### src/hdl/wats_pkg.sv
// shared types, constants and codes for the weekly alarm table scanner
`timescale 1ns / 1ps
package wats_pkg;

  localparam int SLOTS = 32;
  localparam int IDX_W = (SLOTS > 1) ? $clog2(SLOTS) : 1;
  localparam int ID_W = 6;
  localparam int CNT_W = 6;
  localparam int NOW_W = 17;
  localparam int DUE_W = 18;
  localparam int DIFF_W = 19;

  localparam logic [7:0] DELETE_HOUR = 8'hFF;
  localparam logic [7:0] MAX_HOUR = 8'd23;
  localparam logic [7:0] MAX_MIN_SEC = 8'd59;
  localparam logic [NOW_W-1:0] SECS_PER_HOUR = 17'd3600;
  localparam logic [NOW_W-1:0] SECS_PER_MIN = 17'd60;
  localparam logic [DUE_W-1:0] DAY_SECS = 18'd86400;
  localparam logic [2:0] DAYS_PER_WEEK = 3'd7;
  localparam logic signed [DIFF_W-1:0] FIRE_LOW = -19'sd2;
  localparam logic signed [DIFF_W-1:0] FIRE_HIGH = 19'sd1;

  localparam logic CMD_SET = 1'b0;
  localparam logic CMD_TICK = 1'b1;

  localparam logic [1:0] KIND_ACK = 2'd0;
  localparam logic [1:0] KIND_FIRE = 2'd1;
  localparam logic [1:0] KIND_SUMMARY = 2'd2;

  typedef struct packed {
    logic       cmd;
    logic [7:0] slot_index;
    logic       alarm_enable;
    logic [6:0] weekday_mask;
    logic [7:0] alarm_hour;
    logic [7:0] alarm_minute;
    logic [7:0] alarm_second;
    logic [2:0] now_weekday;
    logic [4:0] now_hour;
    logic [5:0] now_minute;
    logic [5:0] now_second;
    logic       clock_valid;
  } in_item_t;

  typedef struct packed {
    logic [1:0]       result_kind;
    logic [ID_W-1:0]  slot_id;
    logic [DUE_W-1:0] next_due_seconds;
    logic             next_due_valid;
    logic [CNT_W-1:0] active_count;
    logic             last;
  } out_item_t;

  typedef struct packed {
    logic       valid;
    logic       enable;
    logic [6:0] mask;
    logic [4:0] hour;
    logic [5:0] minute;
    logic [5:0] second;
  } entry_t;

  typedef struct packed {
    logic             hit;
    logic             fire;
    logic             later;
    logic [DUE_W-1:0] secs;
  } due_t;

  typedef enum logic [2:0] {
    S_IDLE,
    S_SET,
    S_FIND,
    S_WRITE,
    S_ACK,
    S_SCAN,
    S_SUM
  } state_t;

endpackage

### src/hdl/wats_table.sv
// alarm slot storage with per-slot valid flags and occupied count
`timescale 1ns / 1ps
module wats_table (
  input  logic                     clk,
  input  logic                     rst_n,
  input  logic                     wr_en,
  input  logic [wats_pkg::IDX_W-1:0] wr_idx,
  input  wats_pkg::entry_t         wr_entry,
  input  logic [wats_pkg::IDX_W-1:0] rd_idx,
  output wats_pkg::entry_t         rd_entry,
  output logic [wats_pkg::CNT_W-1:0] count
);
  import wats_pkg::*;

  entry_t           mem_r [SLOTS];
  entry_t           rd_data_r;
  logic             rd_valid_r;
  logic [SLOTS-1:0] valid_r;
  logic [SLOTS-1:0] valid_nxt;
  logic [CNT_W-1:0] count_r;
  logic [CNT_W-1:0] count_nxt;

  always_comb begin
    valid_nxt = valid_r;
    count_nxt = count_r;
    if (wr_en) begin
      valid_nxt[wr_idx] = wr_entry.valid;
      if (wr_entry.valid && !valid_r[wr_idx]) begin
        count_nxt = count_r + CNT_W'(1);
      end else if (!wr_entry.valid && valid_r[wr_idx]) begin
        count_nxt = count_r - CNT_W'(1);
      end
    end
  end

  always_ff @(posedge clk) begin
    if (!rst_n) begin
      valid_r <= '0;
      count_r <= '0;
    end else begin
      valid_r <= valid_nxt;
      count_r <= count_nxt;
    end
  end

  // rd_idx is the slot wanted in the next cycle
  always_ff @(posedge clk) begin
    if (wr_en) begin
      mem_r[wr_idx] <= wr_entry;
    end
    rd_data_r <= mem_r[rd_idx];
    rd_valid_r <= valid_r[rd_idx];
  end

  always_comb begin
    rd_entry = rd_data_r;
    rd_entry.valid = rd_valid_r;
  end

  assign count = count_r;

endmodule

### src/hdl/wats_due_unit.sv
// shared time unit: seconds from now to one alarm and its fire window
`timescale 1ns / 1ps
module wats_due_unit (
  input  wats_pkg::entry_t         entry,
  input  logic [2:0]               weekday,
  input  logic [wats_pkg::NOW_W-1:0] now_secs,
  output wats_pkg::due_t           due
);
  import wats_pkg::*;

  logic [7:0]              mask8;
  logic [3:0]              tw_sum;
  logic [2:0]              tw;
  logic                    today;
  logic                    tomorrow;
  logic [NOW_W-1:0]        at_day;
  logic [DUE_W-1:0]        at_full;
  logic signed [DIFF_W-1:0] diff;

  always_comb begin
    mask8 = {1'b0, entry.mask};
    tw_sum = {1'b0, weekday} + 4'd1;
    if (tw_sum >= {1'b0, DAYS_PER_WEEK}) begin
      tw = 3'(tw_sum - {1'b0, DAYS_PER_WEEK});
    end else begin
      tw = tw_sum[2:0];
    end
    today = mask8[weekday];
    tomorrow = mask8[tw];
    at_day = NOW_W'(entry.hour) * SECS_PER_HOUR + NOW_W'(entry.minute) * SECS_PER_MIN
           + NOW_W'(entry.second);
    at_full = today ? {1'b0, at_day} : ({1'b0, at_day} + DAY_SECS);
    diff = $signed({1'b0, at_full}) - $signed({2'b00, now_secs});
    due.hit = entry.valid && entry.enable && (today || tomorrow);
    due.fire = (diff >= FIRE_LOW) && (diff <= FIRE_HIGH);
    due.later = diff > FIRE_HIGH;
    due.secs = diff[DUE_W-1:0];
  end

endmodule

### src/hdl/weekly_alarm_table_scanner_top.sv
// Weekly alarm table scanner. A set command (start with cmd 0) writes, deletes
// or allocates one slot and gives one acknowledge result; busy stays high from
// S_SET through S_WRITE to S_ACK with an explicit slot, and when slot_index is 0
// S_FIND walks the slots in order to the first free one (or on to S_ACK when the
// table is full). A set with rejected fields or slot index goes from S_SET to
// S_ACK. A tick with a valid clock walks the table one slot per cycle through
// the single due-time unit with busy high; firing results come out in slot
// order and a next-due summary closes the tick. A tick with clock_valid low is
// taken and gives no result. Each result is shown on out_data for one cycle
// under out_valid, in the cycle after it is formed; the receiver has to take it
// then. Table state is cleared by reset (all slots free, count zero).
`timescale 1ns / 1ps
module weekly_alarm_table_scanner_top (
  input  logic                clk,
  input  logic                rst_n,
  input  logic                start,
  input  wats_pkg::in_item_t  in_data,
  output logic                busy,
  output logic                out_valid,
  output wats_pkg::out_item_t out_data
);
  import wats_pkg::*;

  state_t           state_r;
  state_t           state_nxt;
  in_item_t         in_r;
  in_item_t         in_nxt;
  logic [IDX_W-1:0] ptr_r;
  logic [IDX_W-1:0] ptr_nxt;
  logic [ID_W-1:0]  id_r;
  logic [ID_W-1:0]  id_nxt;
  logic [NOW_W-1:0] now_r;
  logic [NOW_W-1:0] now_nxt;
  logic [DUE_W-1:0] next_r;
  logic [DUE_W-1:0] next_nxt;
  logic             have_r;
  logic             have_nxt;
  logic             out_valid_r;
  logic             out_valid_nxt;
  out_item_t        out_r;
  out_item_t        out_nxt;

  logic             accept;
  logic             set_ok;
  logic             ptr_last;
  logic             wr_en;
  logic [IDX_W-1:0] wr_idx;
  entry_t           wr_entry;
  entry_t           rd_entry;
  logic [CNT_W-1:0] count;
  due_t             due;

  assign accept = start && (state_r == S_IDLE);
  assign busy = (state_r != S_IDLE);
  assign ptr_last = (ptr_r == IDX_W'(SLOTS - 1));

  assign set_ok = !((in_r.alarm_hour > MAX_HOUR && in_r.alarm_hour != DELETE_HOUR)
                    || in_r.alarm_minute > MAX_MIN_SEC || in_r.alarm_second > MAX_MIN_SEC)
                  && (in_r.slot_index <= 8'(SLOTS));

  wats_table u_table (
    .clk      (clk),
    .rst_n    (rst_n),
    .wr_en    (wr_en),
    .wr_idx   (wr_idx),
    .wr_entry (wr_entry),
    .rd_idx   (ptr_nxt),
    .rd_entry (rd_entry),
    .count    (count)
  );

  wats_due_unit u_due (
    .entry    (rd_entry),
    .weekday  (in_r.now_weekday),
    .now_secs (now_r),
    .due      (due)
  );

  // next state
  always_comb begin
    state_nxt = state_r;
    case (state_r)
      S_IDLE: begin
        if (accept) begin
          if (in_data.cmd == CMD_SET) begin
            state_nxt = S_SET;
          end else if (in_data.clock_valid) begin
            state_nxt = S_SCAN;
          end
        end
      end
      S_SET: begin
        if (!set_ok) begin
          state_nxt = S_ACK;
        end else if (in_r.slot_index == 8'd0) begin
          state_nxt = S_FIND;
        end else begin
          state_nxt = S_WRITE;
        end
      end
      S_FIND: begin
        if (!rd_entry.valid) begin
          state_nxt = S_WRITE;
        end else if (ptr_last) begin
          state_nxt = S_ACK;
        end
      end
      S_WRITE: state_nxt = S_ACK;
      S_ACK:   state_nxt = S_IDLE;
      S_SCAN: begin
        if (ptr_last) begin
          state_nxt = S_SUM;
        end
      end
      S_SUM:   state_nxt = S_IDLE;
      default: state_nxt = S_IDLE;
    endcase
  end

  // datapath and result control
  always_comb begin
    in_nxt = in_r;
    ptr_nxt = ptr_r;
    id_nxt = id_r;
    now_nxt = now_r;
    next_nxt = next_r;
    have_nxt = have_r;
    out_valid_nxt = 1'b0;
    out_nxt = '0;
    out_nxt.active_count = count;
    wr_en = 1'b0;
    wr_idx = IDX_W'(id_r - ID_W'(1));
    wr_entry.valid = (in_r.alarm_hour != DELETE_HOUR);
    wr_entry.enable = in_r.alarm_enable;
    wr_entry.mask = in_r.weekday_mask;
    wr_entry.hour = in_r.alarm_hour[4:0];
    wr_entry.minute = in_r.alarm_minute[5:0];
    wr_entry.second = in_r.alarm_second[5:0];
    case (state_r)
      S_IDLE: begin
        if (accept) begin
          in_nxt = in_data;
          ptr_nxt = '0;
          have_nxt = 1'b0;
          next_nxt = '0;
          now_nxt = NOW_W'(in_data.now_hour) * SECS_PER_HOUR
                  + NOW_W'(in_data.now_minute) * SECS_PER_MIN + NOW_W'(in_data.now_second);
        end
      end
      S_SET: begin
        ptr_nxt = '0;
        id_nxt = set_ok ? ID_W'(in_r.slot_index) : '0;
      end
      S_FIND: begin
        if (!rd_entry.valid) begin
          id_nxt = ID_W'(ptr_r) + ID_W'(1);
        end else begin
          id_nxt = '0;
          ptr_nxt = ptr_r + IDX_W'(1);
        end
      end
      S_WRITE: begin
        wr_en = 1'b1;
      end
      S_ACK: begin
        out_valid_nxt = 1'b1;
        out_nxt.result_kind = KIND_ACK;
        out_nxt.slot_id = id_r;
        out_nxt.last = 1'b1;
      end
      S_SCAN: begin
        ptr_nxt = ptr_r + IDX_W'(1);
        if (due.hit && due.fire) begin
          out_valid_nxt = 1'b1;
          out_nxt.result_kind = KIND_FIRE;
          out_nxt.slot_id = ID_W'(ptr_r) + ID_W'(1);
        end
        if (due.hit && due.later && (!have_r || due.secs < next_r)) begin
          next_nxt = due.secs;
          have_nxt = 1'b1;
        end
      end
      S_SUM: begin
        out_valid_nxt = 1'b1;
        out_nxt.result_kind = KIND_SUMMARY;
        out_nxt.next_due_seconds = next_r;
        out_nxt.next_due_valid = have_r;
        out_nxt.last = 1'b1;
      end
      default: begin
        out_valid_nxt = 1'b0;
      end
    endcase
  end

  always_ff @(posedge clk) begin
    if (!rst_n) begin
      state_r <= S_IDLE;
      out_valid_r <= 1'b0;
    end else begin
      state_r <= state_nxt;
      out_valid_r <= out_valid_nxt;
    end
  end

  always_ff @(posedge clk) begin
    in_r <= in_nxt;
    ptr_r <= ptr_nxt;
    id_r <= id_nxt;
    now_r <= now_nxt;
    next_r <= next_nxt;
    have_r <= have_nxt;
    out_r <= out_nxt;
  end

  assign out_valid = out_valid_r;
  assign out_data = out_r;

  a_fire_while_busy: assert property (@(posedge clk) disable iff (!rst_n)
    (out_valid && out_data.result_kind == KIND_FIRE) |-> busy)
    else $error("fire transfer seen after the tick scan ended");

  a_gap_after_last: assert property (@(posedge clk) disable iff (!rst_n)
    (out_valid && out_data.last) |=> !out_valid)
    else $error("transfer directly after a final result");

  a_count_range: assert property (@(posedge clk) disable iff (!rst_n)
    out_valid |-> (out_data.active_count <= CNT_W'(SLOTS)))
    else $error("active count above the number of slots");

endmodule
### config.mk
export PLATFORM = sky130hd
export DESIGN_NAME = weekly_alarm_table_scanner_top
export DESIGN_NICKNAME = d
export VERILOG_FILES = /design/src/hdl/wats_pkg.sv /design/src/hdl/wats_table.sv /design/src/hdl/wats_due_unit.sv /design/src/hdl/weekly_alarm_table_scanner_top.sv
export SDC_FILE = /design/constraint.sdc
export NUM_CORES = 2
export LEC_CHECK = 0
export BUFFER_PORTS_ARGS = -buffer_cell sky130_fd_sc_hd__buf_2
export CAP_MARGIN = 0
export CORE_MARGIN = 2
export CORE_UTILIZATION = 50
export CTS_CLUSTER_DIAMETER = 40
export CTS_CLUSTER_SIZE = 16
export DETAILED_ROUTE_END_ITERATION = 8
export GPL_ROUTABILITY_DRIVEN = 0
export PLACE_DENSITY = 0.68
export SETUP_SLACK_MARGIN = 0.05
export SYNTH_ARGS = -nofsm -noshare
export SYNTH_HDL_FRONTEND = slang
export SYNTH_SLANG_ARGS = --single-unit
### constraint.sdc
create_clock -name clk -period 10.2 [get_ports clk]
set_input_delay 0.51 -clock clk [delete_from_list [all_inputs] [get_ports clk]]
set_output_delay 0.51 -clock clk [all_outputs]
set_load 0.01 [all_outputs]
[Word level (Yosys, flattened, before mapping)]
Memory sizes are Yosys's and may differ from the RTL's. A register that Yosys moved wholly into a read port is not among the register bits.
Index checks and enable logic that the tools add are counted.
Word-level totals
  bits of input ports: 65
  memories kept: 1
  word-level logic and storage cells: 144
  output and inout port bits: 36
  memory bits (writable): 832
  bits in registers: 167
Operators by class
  order comparisons: 14
  multiplexer cells: 45
  reduce and logical (&&, ||, !) cells: 31
  eq/ne operators: 13
  $mul: 4
  add/sub/neg operators: 13
Memory list
  u_table.mem_r: depth 32, width 26, rd ports 1, clocked after memory_dff 1, wr ports 1, RTL line wats_table.sv:15  | entry_t mem_r [SLOTS];
Operators by type and width (count)
  two-way mux 18 bit: 3
  one-hot mux 18 bit (2 select lines): 1
  adder 17 x 12 -> 17 bit: 2
  adder 17 x 6 -> 17 bit: 2
  bitwise mux 32 bit: 1
  multiplier 5 x 8 -> 13 bit (second input constant): 2
  two-way mux 3 bit: 8
  two-way mux 6 bit: 4
  one-hot mux 6 bit (2 select lines): 2
  multiplier 6 x 4 -> 10 bit (second input constant): 2
  one-hot mux 5 bit (4 select lines): 1
  greater-or-equal comparator 19 x 2 -> 1 bit (second input constant): 1
  > comparator 19 x 2 -> 1 bit (second input constant): 1
  less-or-equal comparator 19 x 2 -> 1 bit (second input constant): 1
  subtractor 18 x 17 -> 19 bit: 1
  adder 17 x 17 -> 18 bit (second input constant): 1
  < comparator 18 bit: 1
  > comparator 8 x 6 -> 1 bit (second input constant): 2
  one-hot mux 3 bit (5 select lines): 1
  two-way mux 1 bit: 13
  logical AND 1 bit: 12
  < comparator 5 x 6 -> 1 bit (second input constant): 2
  binary-select mux 1 bit (select 5 bit): 2
  two-way mux 5 bit: 2
  other kinds (34): 52

[Logic depth before layout (Yosys ltp)]
  word-level depth: 11
  depth in mapped cells: 37
  depth with buffers taken out: 35

[Modules after synthesis]
Synthesis repeated with hierarchy kept, for this count alone.
Second synthesis, totals
  cells, all modules: 2708
  area total of the unflattened synthesis: 43023.8 um^2
Modules (own cells, without submodules)
  wats_table: instances 1, sequential area each 25304.3 um^2, area an instance 33293.2 um^2, cells an instance 1739
  weekly_alarm_table_scanner_top: instances 1, sequential area each 3413.3 um^2, area an instance 6537.5 um^2, cells an instance 555
  wats_due_unit: instances 1, sequential area each 0.0 um^2, area an instance 3193.1 um^2, cells an instance 414

[Worst setup path before layout]
Ideal clock, no wire load.
  path type: register to register
  from: reg, netlist name u_table.rd_entry[9]
  to: reg have_r, enable pin
  cell stages (with the launch flop): 32
  library setup time: 375 ps
  path slack: 2462 ps
  arrival time: 7364 ps
  required time: 9825 ps
  path buffers: 1
  clock period less this slack: 7738 ps
  cell sequence: dfxtp_1 inv_1 fa_1 fa_1 inv_1 ha_1 a21oi_1 o21bai_1 a21oi_1 xnor2_1 ha_1 ha_1 a21o_1 a211o_1 a221o_1 a2111o_1 nor4_2 o31ai_1 xor2_1 ha_1 clkbuf_1 nor2b_1 a32oi_1 o211ai_1 nor2_1 inv_1 ha_1 a211o_1 a2111oi_0 o21ai_0 nor2_1 a21o_1
RTL lines
  end signal, assigned: RTL line weekly_alarm_table_scanner_top.sv:212  | have_r <= have_nxt;
  end, declared: RTL line weekly_alarm_table_scanner_top.sv:36  | logic have_r;

==> results.yml <==
clock_network:
  cts_setup_buffers: 0
  cts_buffers: 121
  cts.path.max_buffers: 3
  htreeDepth: 3
  ctsHoldBuffers: 25
  cts-resized-gates: 0
  clock_latency_ps: 720
  clock-sinks: 992
  cts_root_buf: "clkbuf_16"
  cts_tree: "yes"
  cts.clk_slew.worst_paths_ps: 60
setup_path:
  worst-setup-path-type: "reg -> reg"
  slowest_delay_ps: 640
  startpoint_type: "flip-flop"
  r2r_cells: 34
  worstReg2RegStart: "u_table.rd_entry[9]$_DFF_P_"
  r2r_end: "next_r[0]$_SDFFCE_PN0P_"
  worst-path-max-fanout: 19
  reg2reg_slack_ps: 1610
  crit_top_cell: "ha_1"
  end_kind: "flip-flop"
  crit_slowest_cell: "a21o_1"
  cp.required_ps: 10540
  worstPathArrival_ps: 8930
yosys:
  async_flop_share_pct: 0
  synthXorXnorAreaFrac_pct: 1.55
  ys.warnings.count: 0
  synth-simple-area-share_pct: 17.3
  synth.area.top_cells: "edfxtp_1 (60%), nand2_1 (7.7%), nand3_1 (5.0%)"
  ys_seq_elements: 992
  synth_fa_ha_area_share_pct: 5.67
  synth-compound-area-share_pct: 6.72
  synth-seq-area-share_pct: 65.0
  syn_nets: 3986
  synth-edff-count: 885
  ys_top_cells_by_count: "nand2_1 (901), edfxtp_1 (885), nand3_1 (439)"
  postSynthCellCount: 3740
  syn_area_sq_mm: 0.0442
  netlist-cell-type-count: 66
  synth_most_common_cell: "nand2_1"
  synthFlopType: "edfxtp_1"
  synth_top_family_by_area: "simple AND/OR/NAND/NOR gates"
  synthMuxAreaShare_pct: 0.711
  synth.top_cell.area_share_pct: 60.2
  synth_area_leader_cell: "edfxtp_1"
  avgSynthCellArea_sq_um: 11.8
sta:
  slew_viol_final: 0
  setup_violations: 0
  final.setup.tns_ps: 0
  hold_viol_final: 0
  fin_crit_ps: 8590
  whs_ps: 26.3
  timing.fmax_ghz: 0.116
  relSlewSlack_pct: 23.3
  fin_crit_sh_pct: 84.2
  rsz0062_at_grt: "no"
  worst_slew_pin_slew_ps: 1150
  skew_ps: 69.2
min_path:
  hold_start: "in_data[1]"
  hold_class: "in -> reg"
  hold-path-cell-count: 1
  min_to: "now_r[0]$_DFFE_PP_"
routing:
  post_drt_wl_per_cell_um: 23.2
  dr.pass1.iters: 5
  via_per_inst: 5.89
  drtIter0Drc: 3262
  dr_total_vias: 30100
  drt_wl_total_um: 119000
  route.detailed.drc: 0
  ant_nets: 0
global_routing:
  grt_util_met1_pct: 34.5
  use_met3_pct: 4.10
  first_global_vias: 28700
  gr-max-usage-layer: "met2"
  grt_use_met2_pct: 42.7
  grt_usage_pct: 25.9
  grt_pass1_wl_um: 176000
  antenna_found_initial: 5
  grt_max_degree: 201
  overflow: 0
placed_design:
  dp.cells: 4856
  port_buffers: 100
  place_hpwl_um: 61600
flow_run:
  max-cap-violations: 0
finish:
  drive_above_1_share_pct: 10.9
  fin_cells: 5112
  regArea_sq_mm: 0.0287
  nFillCells: 6944
  multiInputGateArea_sq_mm: 0.0144
  layout.nets: 4085
  syn2layout_area_growth_pct: 15.1
outcome:
  status: "finished, final reports clean"
floorplanning:
  initial_utilization_pct: 50.2
  rows: 109
  die_h_um: 301
  die_w_um: 301
  ioPinCount: 101
  dieArea_sq_mm: 0.0907
  core_area_sq_mm: 0.0880
## final cells by class
class	instances	area share [%]
Antenna cell	2	0.00985
Clock buffer	130	6.02
Clock inverter	99	2.64
Inverter	146	1.11
Multi-Input combinational cell	2390	28.3
Sequential cell	992	56.5
Tap cell	1165	2.87
Timing Repair Buffer	188	2.56
## layout by cell type (no fill, tap or decap), drive strengths merged, types with 21 or more instances in the layout
cell type      n
clkbuf       130
dfxtp        107
fa            32
buf          163
ha           149
nand2        901
nor3b         41
and3          80
nor2         117
clkinv        45
a31oi         33
dlygate4sd3   25
xnor2         58
nand3        439
edfxtp       885
a21oi         63
nor3          53
inv          168
a311oi       131
o21ai         32
a21o          49
bufinv        21
## how the worst max path moves through the flow
stage                                      from  slack (ps)                      end  cells past startpoint
detailed placement  u_table.rd_entry[9]$_DFF_P_        1720  next_r[4]$_SDFFCE_PN0P_                     30
global route        u_table.rd_entry[9]$_DFF_P_         920  next_r[2]$_SDFFCE_PN0P_                     34
floorplan           u_table.rd_entry[9]$_DFF_P_        2460         have_r$_DFFE_PP_                     31
finish              u_table.rd_entry[9]$_DFF_P_        1610  next_r[0]$_SDFFCE_PN0P_                     34
CTS                 u_table.rd_entry[9]$_DFF_P_        1670         have_r$_DFFE_PP_                     32
global placement    u_table.rd_entry[9]$_DFF_P_        1850  next_r[1]$_SDFFCE_PN0P_                     31
## stage by stage
step / utilization, % / worst slack, ps / area (sq um)
after floorplan: - / 2460 / 44200
after global placement: 52.5 / 1850 / 46200
after detailed placement: 52.5 / 1720 / 46200
after CTS: 57.8 / 1670 / 50800
after global routing: 57.8 / 922 / 50800
final: 57.8 / 1610 / 50800
## logic make-up after synthesis
kind of cell,Yosys count
compound gates,401
xor+xnor,78
fa+ha+maj,181
buf+inv,358
flops,992
mux,20
simple gates,1710
## layer usage
metal | up-vias | share of wire (%)
li1 | 13800 | -
met1 | 14800 | 40
met2 | 1246 | 48
met3 | 236 | 8.1
met4 | 6 | 3.7
met5 | - | 0.033
## critical path, delay by kind of cell, from the launching register on
family	cells	cell delay, ps
flops	1	330
buf+inv	3	320
compound gates	16	3300
simple gates	6	1210
xor+xnor	2	290
fa+ha+maj	7	2760
## state kept, by name, summed over array words and instances (netlist names), 6 cells and up
| register | flops |
|---|---|
| u_table.mem_r | 800 |
| in_r | 43 |
| out_data | 34 |
| u_table.valid_r | 32 |
| u_table.rd_entry | 25 |
| next_r | 18 |
| now_r | 17 |
| id_r | 6 |
| u_table.count | 6 |
Power is not shown: default switching activity piles up to over one toggle a cycle in this logic, so the estimate is an artifact.
